**src/sv/fgeb_pkg.sv**
```systemverilog
// Shared types, constants and codes for the filtered glyph edit buffer.
// No dependencies; the top, the filter and the sequencer import this package.
package fgeb_pkg;

    // Buffer geometry.
    localparam int C_DEPTH = 64;
    localparam int C_AW    = $clog2(C_DEPTH);
    localparam int C_CW    = $clog2(C_DEPTH + 1);
    localparam int C_XW    = (C_CW > 7) ? C_CW : 7;
    localparam int C_GW    = 35;

    // Bounds of the visible ASCII range.
    localparam logic [7:0] C_VIS_LO = 8'h20;
    localparam logic [7:0] C_VIS_HI = 8'h7e;

    typedef logic [C_AW-1:0] t_addr;
    typedef logic [C_CW-1:0] t_cnt;
    typedef logic [C_XW-1:0] t_wide;

    // Operation codes of an input item.
    typedef enum logic [3:0] {
        OP_INSERT    = 4'd0,
        OP_BACKSPACE = 4'd1,
        OP_ERASE     = 4'd2,
        OP_REPLACE   = 4'd3,
        OP_SETCURSOR = 4'd4,
        OP_LEFT      = 4'd5,
        OP_RIGHT     = 4'd6,
        OP_HOME      = 4'd7,
        OP_END       = 4'd8,
        OP_CLEAR     = 4'd9,
        OP_READ      = 4'd10
    } t_op;

    // Configuration register indexes.
    typedef enum logic [1:0] {
        CFG_CHAR_LIMIT    = 2'd0,
        CFG_FILTER_MODE   = 2'd1,
        CFG_EMPTY_ALLOWED = 2'd2
    } t_cfg_idx;

    // Glyph filter modes.
    typedef enum logic [1:0] {
        FM_FREE    = 2'd0,
        FM_DECIMAL = 2'd1,
        FM_VISIBLE = 2'd2,
        FM_HEX     = 2'd3
    } t_filter_mode;

    // Sequencer states.
    typedef enum logic [2:0] {
        S_IDLE,
        S_EXEC,
        S_MOVE,
        S_WRITE,
        S_RDWAIT,
        S_FIN
    } t_state;

    typedef struct packed {
        logic [6:0] char_limit;
        logic [1:0] filter_mode;
        logic       empty_allowed;
    } t_cfg;

    typedef struct packed {
        logic       en;
        logic [6:0] value;
    } t_lim_wr;

    typedef struct packed {
        logic [31:0] bytes;
        logic [2:0]  len;
    } t_glyph;

endpackage

```
**src/sv/filtered_glyph_edit_buffer.sv**
```systemverilog
// Every item passes S_IDLE, S_EXEC and S_FIN. Cursor moves, clear, set cursor, replace,
// refused edits and a delete of the last entry go from S_EXEC straight to S_FIN; a read
// inside the buffer adds S_RDWAIT, an insert adds S_WRITE, after S_MOVE unless at the
// end, and other deletes add S_MOVE, where the entries shift one per cycle through the
// glyph RAM. A stalled result holds the block in S_FIN for its stall.
// Synchronous active-low reset empties the buffer and sets limit 0, free, empty allowed.
module filtered_glyph_edit_buffer
    import fgeb_pkg::*;
(
    input  logic        i_clk,
    input  logic        i_rst_n,
    // Configuration write port
    input  logic        i_cfg_we,
    input  logic [1:0]  i_cfg_index,
    input  logic [6:0]  i_cfg_data,
    // Input item channel
    input  logic        i_in_valid,
    output logic        o_in_stall,
    input  logic [3:0]  i_operation,
    input  logic [31:0] i_glyph_bytes,
    input  logic [2:0]  i_glyph_length,
    input  logic [6:0]  i_position,
    // Result item channel
    output logic        o_out_valid,
    input  logic        i_out_stall,
    output logic        o_accepted,
    output logic [6:0]  o_entry_count,
    output logic [6:0]  o_cursor_position,
    output logic [31:0] o_read_bytes,
    output logic [2:0]  o_read_length,
    output logic        o_acceptable
);

    t_cfg            r_cfg, n_cfg;
    t_lim_wr         w_lim_wr;
    t_glyph          w_glyph;
    logic            w_pass;
    logic [31:0]     w_clean_bytes;
    logic            w_ram_we;
    t_addr           w_ram_waddr;
    logic [C_GW-1:0] w_ram_wdata;
    t_addr           w_ram_raddr;
    logic [C_GW-1:0] w_ram_rdata;

    // Configuration register file.
    always_comb begin
        n_cfg = r_cfg;
        if (i_cfg_we) begin
            case (t_cfg_idx'(i_cfg_index))
                CFG_CHAR_LIMIT:    n_cfg.char_limit    = i_cfg_data;
                CFG_FILTER_MODE:   n_cfg.filter_mode   = i_cfg_data[1:0];
                CFG_EMPTY_ALLOWED: n_cfg.empty_allowed = i_cfg_data[0];
                default:           n_cfg = r_cfg;
            endcase
        end
    end

    always_ff @(posedge i_clk) begin
        if (!i_rst_n) begin
            r_cfg.char_limit    <= 7'd0;
            r_cfg.filter_mode   <= FM_FREE;
            r_cfg.empty_allowed <= 1'b1;
        end else begin
            r_cfg <= n_cfg;
        end
    end

    // A limit write also clamps count and cursor in the sequencer.
    assign w_lim_wr.en    = i_cfg_we && (i_cfg_index == CFG_CHAR_LIMIT);
    assign w_lim_wr.value = i_cfg_data;

    fgeb_filter u_filter (
        .i_filter_mode (r_cfg.filter_mode),
        .i_glyph       (w_glyph),
        .o_pass        (w_pass),
        .o_clean_bytes (w_clean_bytes)
    );

    fgeb_ram #(
        .WIDTH (C_GW),
        .DEPTH (C_DEPTH)
    ) u_ram (
        .i_clk   (i_clk),
        .i_we    (w_ram_we),
        .i_waddr (w_ram_waddr),
        .i_wdata (w_ram_wdata),
        .i_raddr (w_ram_raddr),
        .o_rdata (w_ram_rdata)
    );

    fgeb_ctrl u_ctrl (
        .i_clk             (i_clk),
        .i_rst_n           (i_rst_n),
        .i_in_valid        (i_in_valid),
        .o_in_stall        (o_in_stall),
        .i_operation       (i_operation),
        .i_glyph_bytes     (i_glyph_bytes),
        .i_glyph_length    (i_glyph_length),
        .i_position        (i_position),
        .i_cfg             (r_cfg),
        .i_lim_wr          (w_lim_wr),
        .o_glyph           (w_glyph),
        .i_pass            (w_pass),
        .i_clean_bytes     (w_clean_bytes),
        .o_ram_we          (w_ram_we),
        .o_ram_waddr       (w_ram_waddr),
        .o_ram_wdata       (w_ram_wdata),
        .o_ram_raddr       (w_ram_raddr),
        .i_ram_rdata       (w_ram_rdata),
        .o_out_valid       (o_out_valid),
        .i_out_stall       (i_out_stall),
        .o_accepted        (o_accepted),
        .o_entry_count     (o_entry_count),
        .o_cursor_position (o_cursor_position),
        .o_read_bytes      (o_read_bytes),
        .o_read_length     (o_read_length),
        .o_acceptable      (o_acceptable)
    );

endmodule

```
**src/sv/fgeb_ram.sv**
```systemverilog
// Generic single-write, single-read RAM with a registered read port.
// No dependencies.
module fgeb_ram #(
    parameter int WIDTH = 8,
    parameter int DEPTH = 16
) (
    input  logic                     i_clk,
    input  logic                     i_we,
    input  logic [$clog2(DEPTH)-1:0] i_waddr,
    input  logic [WIDTH-1:0]         i_wdata,
    input  logic [$clog2(DEPTH)-1:0] i_raddr,
    output logic [WIDTH-1:0]         o_rdata
);

    logic [WIDTH-1:0] r_mem [DEPTH];
    logic [WIDTH-1:0] r_rdata;

    // Write port and registered read port.
    always_ff @(posedge i_clk) begin
        if (i_we) begin
            r_mem[i_waddr] <= i_wdata;
        end
        r_rdata <= r_mem[i_raddr];
    end

    assign o_rdata = r_rdata;

endmodule

```
**src/sv/fgeb_filter.sv**
```systemverilog
// Glyph filter: checks a glyph against the filter mode and clears stray bytes.
// Depends on fgeb_pkg.
module fgeb_filter
    import fgeb_pkg::*;
(
    input  logic [1:0]  i_filter_mode,
    input  t_glyph      i_glyph,
    output logic        o_pass,
    output logic [31:0] o_clean_bytes
);

    logic [7:0] w_b;
    logic       w_digit;
    logic       w_hex;
    logic       w_visible;

    assign w_b = i_glyph.bytes[7:0];

    // Character class tests on the first byte.
    always_comb begin
        w_digit   = w_b inside {[8'h30:8'h39]};
        w_hex     = w_b inside {[8'h30:8'h39], [8'h41:8'h46], [8'h61:8'h66]};
        w_visible = w_b inside {[C_VIS_LO:C_VIS_HI]};
    end

    // Pass decision: a glyph must hold one to four bytes; the narrow modes want one byte.
    always_comb begin
        o_pass = 1'b0;
        if (i_glyph.len inside {[3'd1:3'd4]}) begin
            case (t_filter_mode'(i_filter_mode))
                FM_FREE:    o_pass = 1'b1;
                FM_DECIMAL: o_pass = (i_glyph.len == 3'd1) && w_digit;
                FM_VISIBLE: o_pass = (i_glyph.len == 3'd1) && w_visible;
                FM_HEX:     o_pass = (i_glyph.len == 3'd1) && w_hex;
                default:    o_pass = 1'b0;
            endcase
        end
    end

    // Bytes above the glyph length are cleared before storing.
    always_comb begin
        case (i_glyph.len)
            3'd0:    o_clean_bytes = 32'h0;
            3'd1:    o_clean_bytes = {24'h0, i_glyph.bytes[7:0]};
            3'd2:    o_clean_bytes = {16'h0, i_glyph.bytes[15:0]};
            3'd3:    o_clean_bytes = {8'h0, i_glyph.bytes[23:0]};
            default: o_clean_bytes = i_glyph.bytes;
        endcase
    end

endmodule

```
**src/sv/fgeb_ctrl.sv**
```systemverilog
// Sequencer of the edit buffer: holds count and cursor, drives the glyph RAM,
// shifts entries for insert and delete, and registers the result item.
// Depends on fgeb_pkg.
module fgeb_ctrl
    import fgeb_pkg::*;
(
    input  logic              i_clk,
    input  logic              i_rst_n,
    // Input item channel
    input  logic              i_in_valid,
    output logic              o_in_stall,
    input  logic [3:0]        i_operation,
    input  logic [31:0]       i_glyph_bytes,
    input  logic [2:0]        i_glyph_length,
    input  logic [6:0]        i_position,
    // Configuration
    input  t_cfg              i_cfg,
    input  t_lim_wr           i_lim_wr,
    // Filter
    output t_glyph            o_glyph,
    input  logic              i_pass,
    input  logic [31:0]       i_clean_bytes,
    // Glyph RAM
    output logic              o_ram_we,
    output t_addr             o_ram_waddr,
    output logic [C_GW-1:0]   o_ram_wdata,
    output t_addr             o_ram_raddr,
    input  logic [C_GW-1:0]   i_ram_rdata,
    // Result item channel
    output logic              o_out_valid,
    input  logic              i_out_stall,
    output logic              o_accepted,
    output logic [6:0]        o_entry_count,
    output logic [6:0]        o_cursor_position,
    output logic [31:0]       o_read_bytes,
    output logic [2:0]        o_read_length,
    output logic              o_acceptable
);

    t_state      r_state, n_state;
    t_op         r_op, n_op;
    t_glyph      r_glyph, n_glyph;
    logic [6:0]  r_pos, n_pos;
    t_cnt        r_count, n_count;
    t_cnt        r_cursor, n_cursor;
    logic        r_ok, n_ok;
    logic [31:0] r_rbytes, n_rbytes;
    logic [2:0]  r_rlen, n_rlen;
    t_addr       r_at, n_at;
    t_addr       r_rd_addr, n_rd_addr;
    t_cnt        r_left, n_left;
    logic        r_wr_pend, n_wr_pend;
    t_addr       r_wr_addr, n_wr_addr;
    logic        r_ins, n_ins;
    logic        r_out_valid, n_out_valid;
    logic        r_o_ok, n_o_ok;
    logic [6:0]  r_o_count, n_o_count;
    logic [6:0]  r_o_cursor, n_o_cursor;
    logic [31:0] r_o_rbytes, n_o_rbytes;
    logic [2:0]  r_o_rlen, n_o_rlen;
    logic        r_o_acc, n_o_acc;

    logic  w_accept;
    logic  w_out_free;
    logic  w_pos_in;
    logic  w_ins_ok;
    t_cnt  w_ins_at;
    logic  w_del_ok;
    t_cnt  w_del_at;
    t_cnt  w_del_moves;
    t_cnt  w_lim_count;

    assign w_accept   = i_in_valid && (r_state == S_IDLE);
    assign w_out_free = !r_out_valid || !i_out_stall;
    assign o_glyph    = r_glyph;

    // Decode of the latched operation against the current count and cursor.
    always_comb begin
        w_pos_in = C_XW'(r_pos) < C_XW'(r_count);
        w_ins_ok = i_pass && (C_XW'(r_count) < C_XW'(C_DEPTH)) &&
                   ((i_cfg.char_limit == 7'd0) ||
                    (C_XW'(r_count) < C_XW'(i_cfg.char_limit)));
        w_ins_at = (r_cursor < r_count) ? r_cursor : r_count;
        if (r_op == OP_BACKSPACE) begin
            w_del_ok = (r_cursor != '0) && (r_count != '0) && (r_cursor <= r_count);
            w_del_at = r_cursor - t_cnt'(1);
        end else begin
            w_del_ok = r_cursor < r_count;
            w_del_at = r_cursor;
        end
        w_del_moves = r_count - t_cnt'(1) - w_del_at;
    end

    // Next state.
    always_comb begin
        n_state = r_state;
        case (r_state)
            S_IDLE: begin
                if (i_in_valid) begin
                    n_state = S_EXEC;
                end
            end
            S_EXEC: begin
                case (r_op)
                    OP_INSERT: begin
                        if (!w_ins_ok) begin
                            n_state = S_FIN;
                        end else if (w_ins_at == r_count) begin
                            n_state = S_WRITE;
                        end else begin
                            n_state = S_MOVE;
                        end
                    end
                    OP_BACKSPACE, OP_ERASE: begin
                        if (w_del_ok && (w_del_moves != '0)) begin
                            n_state = S_MOVE;
                        end else begin
                            n_state = S_FIN;
                        end
                    end
                    OP_READ: n_state = w_pos_in ? S_RDWAIT : S_FIN;
                    default: n_state = S_FIN;
                endcase
            end
            S_MOVE: begin
                if ((r_left == '0) && !r_wr_pend) begin
                    n_state = r_ins ? S_WRITE : S_FIN;
                end
            end
            S_WRITE:  n_state = S_FIN;
            S_RDWAIT: n_state = S_FIN;
            S_FIN: begin
                if (w_out_free) begin
                    n_state = S_IDLE;
                end
            end
            default: n_state = S_IDLE;
        endcase
    end

    // Datapath, RAM control and result register loading.
    always_comb begin
        n_op        = r_op;
        n_glyph     = r_glyph;
        n_pos       = r_pos;
        n_count     = r_count;
        n_cursor    = r_cursor;
        n_ok        = r_ok;
        n_rbytes    = r_rbytes;
        n_rlen      = r_rlen;
        n_at        = r_at;
        n_rd_addr   = r_rd_addr;
        n_left      = r_left;
        n_wr_pend   = r_wr_pend;
        n_wr_addr   = r_wr_addr;
        n_ins       = r_ins;
        n_out_valid = r_out_valid && i_out_stall;
        n_o_ok      = r_o_ok;
        n_o_count   = r_o_count;
        n_o_cursor  = r_o_cursor;
        n_o_rbytes  = r_o_rbytes;
        n_o_rlen    = r_o_rlen;
        n_o_acc     = r_o_acc;
        o_ram_we    = 1'b0;
        o_ram_waddr = r_at;
        o_ram_wdata = {r_glyph.len, i_clean_bytes};
        o_ram_raddr = r_rd_addr;

        case (r_state)
            // Latch the item.
            S_IDLE: begin
                if (w_accept) begin
                    n_op          = t_op'(i_operation);
                    n_glyph.bytes = i_glyph_bytes;
                    n_glyph.len   = i_glyph_length;
                    n_pos         = i_position;
                    n_ok          = 1'b0;
                    n_rbytes      = 32'h0;
                    n_rlen        = 3'd0;
                end
            end
            // Apply the operation to count and cursor and set up any shift.
            S_EXEC: begin
                case (r_op)
                    OP_INSERT: begin
                        if (w_ins_ok) begin
                            n_ok      = 1'b1;
                            n_at      = t_addr'(w_ins_at);
                            n_rd_addr = t_addr'(r_count - t_cnt'(1));
                            n_left    = r_count - w_ins_at;
                            n_ins     = 1'b1;
                            n_count   = r_count + t_cnt'(1);
                            n_cursor  = w_ins_at + t_cnt'(1);
                        end
                    end
                    OP_BACKSPACE, OP_ERASE: begin
                        if (w_del_ok) begin
                            n_ok      = 1'b1;
                            n_rd_addr = t_addr'(w_del_at + t_cnt'(1));
                            n_left    = w_del_moves;
                            n_ins     = 1'b0;
                            n_count   = r_count - t_cnt'(1);
                            if (r_op == OP_BACKSPACE) begin
                                n_cursor = r_cursor - t_cnt'(1);
                            end
                        end
                    end
                    OP_REPLACE: begin
                        if (w_pos_in && i_pass) begin
                            n_ok        = 1'b1;
                            o_ram_we    = 1'b1;
                            o_ram_waddr = t_addr'(r_pos);
                        end
                    end
                    OP_SETCURSOR: begin
                        n_ok     = 1'b1;
                        n_cursor = w_pos_in ? t_cnt'(r_pos) : r_count;
                    end
                    OP_LEFT: begin
                        n_ok = 1'b1;
                        if (r_cursor != '0) begin
                            n_cursor = r_cursor - t_cnt'(1);
                        end
                    end
                    OP_RIGHT: begin
                        n_ok = 1'b1;
                        if (r_cursor < r_count) begin
                            n_cursor = r_cursor + t_cnt'(1);
                        end
                    end
                    OP_HOME: begin
                        n_ok     = 1'b1;
                        n_cursor = '0;
                    end
                    OP_END: begin
                        n_ok     = 1'b1;
                        n_cursor = r_count;
                    end
                    OP_CLEAR: begin
                        n_ok     = 1'b1;
                        n_count  = '0;
                        n_cursor = '0;
                    end
                    OP_READ: begin
                        if (w_pos_in) begin
                            n_ok        = 1'b1;
                            o_ram_raddr = t_addr'(r_pos);
                        end
                    end
                    default: begin
                        n_ok = 1'b0;
                    end
                endcase
            end
            // One entry read per cycle; the entry from the previous read is written one place on.
            S_MOVE: begin
                o_ram_we    = r_wr_pend;
                o_ram_waddr = r_wr_addr;
                o_ram_wdata = i_ram_rdata;
                if (r_left != '0) begin
                    n_left    = r_left - t_cnt'(1);
                    n_wr_pend = 1'b1;
                    if (r_ins) begin
                        n_rd_addr = r_rd_addr - t_addr'(1);
                        n_wr_addr = r_rd_addr + t_addr'(1);
                    end else begin
                        n_rd_addr = r_rd_addr + t_addr'(1);
                        n_wr_addr = r_rd_addr - t_addr'(1);
                    end
                end else begin
                    n_wr_pend = 1'b0;
                end
            end
            // Store the new glyph at the insert point.
            S_WRITE: begin
                o_ram_we = 1'b1;
            end
            S_RDWAIT: begin
                n_rbytes = i_ram_rdata[31:0];
                n_rlen   = i_ram_rdata[C_GW-1:32];
            end
            // Hand the result to the output register.
            S_FIN: begin
                if (w_out_free) begin
                    n_out_valid = 1'b1;
                    n_o_ok      = r_ok;
                    n_o_count   = 7'(r_count);
                    n_o_cursor  = 7'(r_cursor);
                    n_o_rbytes  = r_rbytes;
                    n_o_rlen    = r_rlen;
                    n_o_acc     = (r_count != '0) || i_cfg.empty_allowed;
                end
            end
            default: begin
                n_ok = r_ok;
            end
        endcase

        // A lower nonzero character limit truncates the buffer and clamps the cursor.
        if (i_lim_wr.en) begin
            w_lim_count = r_count;
            if ((i_lim_wr.value != 7'd0) &&
                (C_XW'(r_count) > C_XW'(i_lim_wr.value))) begin
                w_lim_count = t_cnt'(i_lim_wr.value);
            end
            n_count = w_lim_count;
            if (r_cursor > w_lim_count) begin
                n_cursor = w_lim_count;
            end
        end else begin
            w_lim_count = r_count;
        end
    end

    // Control registers.
    always_ff @(posedge i_clk) begin
        if (!i_rst_n) begin
            r_state     <= S_IDLE;
            r_count     <= '0;
            r_cursor    <= '0;
            r_wr_pend   <= 1'b0;
            r_out_valid <= 1'b0;
        end else begin
            r_state     <= n_state;
            r_count     <= n_count;
            r_cursor    <= n_cursor;
            r_wr_pend   <= n_wr_pend;
            r_out_valid <= n_out_valid;
        end
    end

    // Payload registers.
    always_ff @(posedge i_clk) begin
        r_op       <= n_op;
        r_glyph    <= n_glyph;
        r_pos      <= n_pos;
        r_ok       <= n_ok;
        r_rbytes   <= n_rbytes;
        r_rlen     <= n_rlen;
        r_at       <= n_at;
        r_rd_addr  <= n_rd_addr;
        r_left     <= n_left;
        r_wr_addr  <= n_wr_addr;
        r_ins      <= n_ins;
        r_o_ok     <= n_o_ok;
        r_o_count  <= n_o_count;
        r_o_cursor <= n_o_cursor;
        r_o_rbytes <= n_o_rbytes;
        r_o_rlen   <= n_o_rlen;
        r_o_acc    <= n_o_acc;
    end

    assign o_in_stall        = (r_state != S_IDLE);
    assign o_out_valid       = r_out_valid;
    assign o_accepted        = r_o_ok;
    assign o_entry_count     = r_o_count;
    assign o_cursor_position = r_o_cursor;
    assign o_read_bytes      = r_o_rbytes;
    assign o_read_length     = r_o_rlen;
    assign o_acceptable      = r_o_acc;

endmodule
```
**config.mk**
```make
export PLATFORM = sky130hd
export DESIGN_NAME = filtered_glyph_edit_buffer
export DESIGN_NICKNAME = d
export VERILOG_FILES = /design/src/sv/fgeb_pkg.sv /design/src/sv/filtered_glyph_edit_buffer.sv /design/src/sv/fgeb_ram.sv /design/src/sv/fgeb_filter.sv /design/src/sv/fgeb_ctrl.sv
export SDC_FILE = /design/constraint.sdc
export NUM_CORES = 2
export LEC_CHECK = 0
export BUFFER_PORTS_ARGS = -buffer_cell sky130_fd_sc_hd__buf_2
export CORE_ASPECT_RATIO = 0.7
export CORE_MARGIN = 1
export CORE_UTILIZATION = 35
export DETAILED_ROUTE_END_ITERATION = 10
export PLACE_DENSITY = 0.46
export SLEW_MARGIN = 15
export SYNTH_ARGS = -nofsm -noshare
export SYNTH_HDL_FRONTEND = slang
export SYNTH_SLANG_ARGS = --single-unit
```
**constraint.sdc**
```tcl
create_clock -name i_clk -period 9.49 [get_ports i_clk]
set_input_delay 1.898 -clock i_clk [delete_from_list [all_inputs] [get_ports i_clk]]
set_output_delay 1.898 -clock i_clk [all_outputs]
set_load 0.02 [all_outputs]
```
==> impl_metrics.env <==
export IMPL_status="finished clean"
export IMPL_cts_sinks=2463
export IMPL_finalMaxSlewViolations=0
export IMPL_crit_type="reg -> reg"
export IMPL_syn_nets=7103
export IMPL_yosysSeqAreaShare_pct=72.2
export IMPL_grt_max_degree=131
export IMPL_hp_class="reg -> reg"
export IMPL_powerDensity_mw_per_mm2=218
export IMPL_avgSynthCellArea_um2=14.5
export IMPL_nNetsFinal=7228
export IMPL_start_util_pct=35.2
export IMPL_yosys_top_cells_area="edfxtp_1 (71%), mux2i_1 (3.8%), a211oi_1 (2.3%)"
export IMPL_core_rowCount=165
export IMPL_total_power_mw=25.3
export IMPL_synth_top_flop_cell="edfxtp_1"
export IMPL_hold_viol=0
export IMPL_startpoint_type="register"
export IMPL_synth_area_leader_cell="edfxtp_1"
export IMPL_placed_cells=10710
export IMPL_syn_inst=6985
export IMPL_ios=113
export IMPL_clock_latency_ps=910
export IMPL_drt_initial_drc_count=9505
export IMPL_dp_hpwl_mm=237
export IMPL_drcViolationCount=0
export IMPL_fin_crit_ps=6820
export IMPL_cp_required_ps=10060
export IMPL_gp_congestion=0.858
export IMPL_synth_top_area_share_pct=70.9
export IMPL_grt_overflow=0
export IMPL_firstDrtPassIters=7
export IMPL_area_growth_pct=14.3
export IMPL_antenna_found_initial=15
export IMPL_synthArstFlopShare_pct=0
export IMPL_p_leak_nw=38.6
export IMPL_finalCritPeriodShare_pct=71.9
export IMPL_rsz0062_at_grt="false"
export IMPL_yosysWarnings=0
export IMPL_core_mm2=0.289
export IMPL_n_fill_cell=26465
export IMPL_irDropWorstVdd_mv=0.147
export IMPL_vias=67390
export IMPL_layoutNonFillerInstCount=11150
export IMPL_setup_viol=0
export IMPL_timing_slew_headroom_pct=17.2
export IMPL_grt_pass1_vias=63035
export IMPL_crit_path_end_kind="register"
export IMPL_drt_wirelength_per_cell_um=35.4
export IMPL_cts_resized=0
export IMPL_postCtsHoldBufs=0
export IMPL_antenna_left=0
export IMPL_synth_edf_count=2399
export IMPL_worstMarginPinSlew_ps=1230
export IMPL_wl_mm=395
export IMPL_finalClockSkew_ps=82.1
export IMPL_cts_root_buffer="clkbuf_16"
export IMPL_fmax_ghz=0.147
export IMPL_cts_max_level=4
export IMPL_worstPathMaxFanout=49
export IMPL_cts_setup_buffers=0
export IMPL_cts_max_path_buffers=4
export IMPL_clkSlewWorstSetupHoldPaths_ps=70
export IMPL_ys_types=91
export IMPL_syn_area_mm2=0.102
export IMPL_cts_inserted_buffers=239
export IMPL_post_synth_top_count_cell="edfxtp_1"
export IMPL_grt_pass1_wl_mm=541
export IMPL_crit_arrival_ps=7390
export IMPL_cts_tree="yes"
export IMPL_synth_commonest_cells="edfxtp_1 (2,399), nand2_1 (573), mux2i_1 (384), nand3_1 (370), o21ai_0 (328)"
export IMPL_dieArea_mm2=0.293
export IMPL_yosys_register_bits=2463
export IMPL_die_x_um=646
export IMPL_portBuffers=112
export IMPL_setup_tns_ps=0
export IMPL_grtUsageTotal_pct=26.3
export IMPL_layout_drive_gt1_share_pct=14.5
export IMPL_drv_cap=0
export IMPL_die_height_um=453
export IMPL_whs_ps=414
export IMPL_viasPerCell=6.04
-- worst max-delay path, stage by stage (launching register included) --
cell       delay, ps
dfxtp_1          740
clkinv_1         520
ha_1             440
nand4_1          120
nor2_1           370
a211o_4          670
a2111oi_0        230
a21oi_1          530
a221o_1          270
nor2b_1          280
nand2_1          670
nor2_4          1180
buf_4            450
-- per-stage QoR --
stage / setup slack, ps / area, µm² / utilization, %
2_1_floorplan: 4060 / 102000 / -
3_3_place_gp: 1360 / 108000 / 37.5
3_5_place_dp: 2830 / 108000 / 37.5
4_1_cts: 2880 / 116000 / 40.2
5_1_grt: 2350 / 116000 / 40.2
6_report: 2670 / 116000 / 40.2
-- cell usage in the layout (no fill, tap or decap), types with 77 or more instances in the layout --
master	count
buf_2	114
a21oi_1	196
nor2_4	77
o22ai_1	123
buf_4	261
nor2_1	91
edfxtp_1	2399
a211oi_1	307
clkbuf_16	240
and3_1	291
a31oi_1	90
o21ai_0	327
nand2_1	552
nand3_1	368
mux2i_1	384
-- report_power, final --
part / total (mW) / leakage (nW) / internal (mW) / switching [mW]
Clock: 9.70 / 3.75 / 5.46 / 4.24
Sequential: 12.7 / 22.3 / 12.4 / 0.238
Combinational: 2.97 / 12.5 / 0.756 / 2.22
Total: 25.3 / 38.6 / 18.6 / 6.69
-- routing by layer --
layer	track usage [%]	share of wire (%)	wire length [µm]
met3	5.48	9.8	38800
met4	6.03	2.4	9350
met1	40.3	45	179000
met2	37.9	42	167000
met5	0	0.0086	34
-- cells by family (layout without fill, tap and decap cells) --
logic type	Yosys count	after routing	share of synthesized area, %
compound gates	1643	1643	11.3
fa+ha+maj	58	58	0.729
simple gates	1761	1761	8.67
flops	2463	2463	72.2
mux	435	435	4.36
buf+inv	566	882	2.33
xor+xnor	59	59	0.509
other cells	0	8	0
-- cell type report --
cell class	instances	area [µm²]	share of cell area, %
diodes	8	20.0	0.0172
clock buffers	318	6470	5.57
clock inverters	114	1200	1.04
inverters	55	206	0.178
multi-input cells	3956	27100	23.4
flip-flops and latches	2463	73300	63.2
well taps	3841	4810	4.14
repair buffers	395	2940	2.53
-- path summary, 6_finish.rpt --
check                     start                endpoint  slack [ps]  cells after the start
max reg2reg   u_ctrl.r_count[3]     u_ram.r_mem[59][23]        2670                     12
max           u_ctrl.r_count[3]     u_ram.r_mem[59][23]        2670                     12
min reg2reg  u_ctrl.r_rbytes[0]  u_ctrl.o_read_bytes[0]         410                      0
min          u_ctrl.r_rbytes[0]  u_ctrl.o_read_bytes[0]         410                      0
-- state kept, by name, indices dropped and copies added (netlist names), 4 cells and up --
| register | flops |
|---|---|
| r_cfg | 10 |
| u_ctrl.o_cursor_position | 7 |
| u_ctrl.o_entry_count | 7 |
| u_ctrl.o_glyph | 35 |
| u_ctrl.o_read_bytes | 32 |
| u_ctrl.r_at | 6 |
| u_ctrl.r_count | 7 |
| u_ctrl.r_cursor | 7 |
| u_ctrl.r_left | 7 |
| u_ctrl.r_op | 4 |
| u_ctrl.r_pos | 7 |
| u_ctrl.r_rbytes | 32 |
| u_ctrl.r_rd_addr | 6 |
| u_ctrl.r_wr_addr | 6 |
| u_ram.o_rdata | 35 |
| u_ram.r_mem | 2240 |
Note: power is estimated with default switching activity, not from simulation.
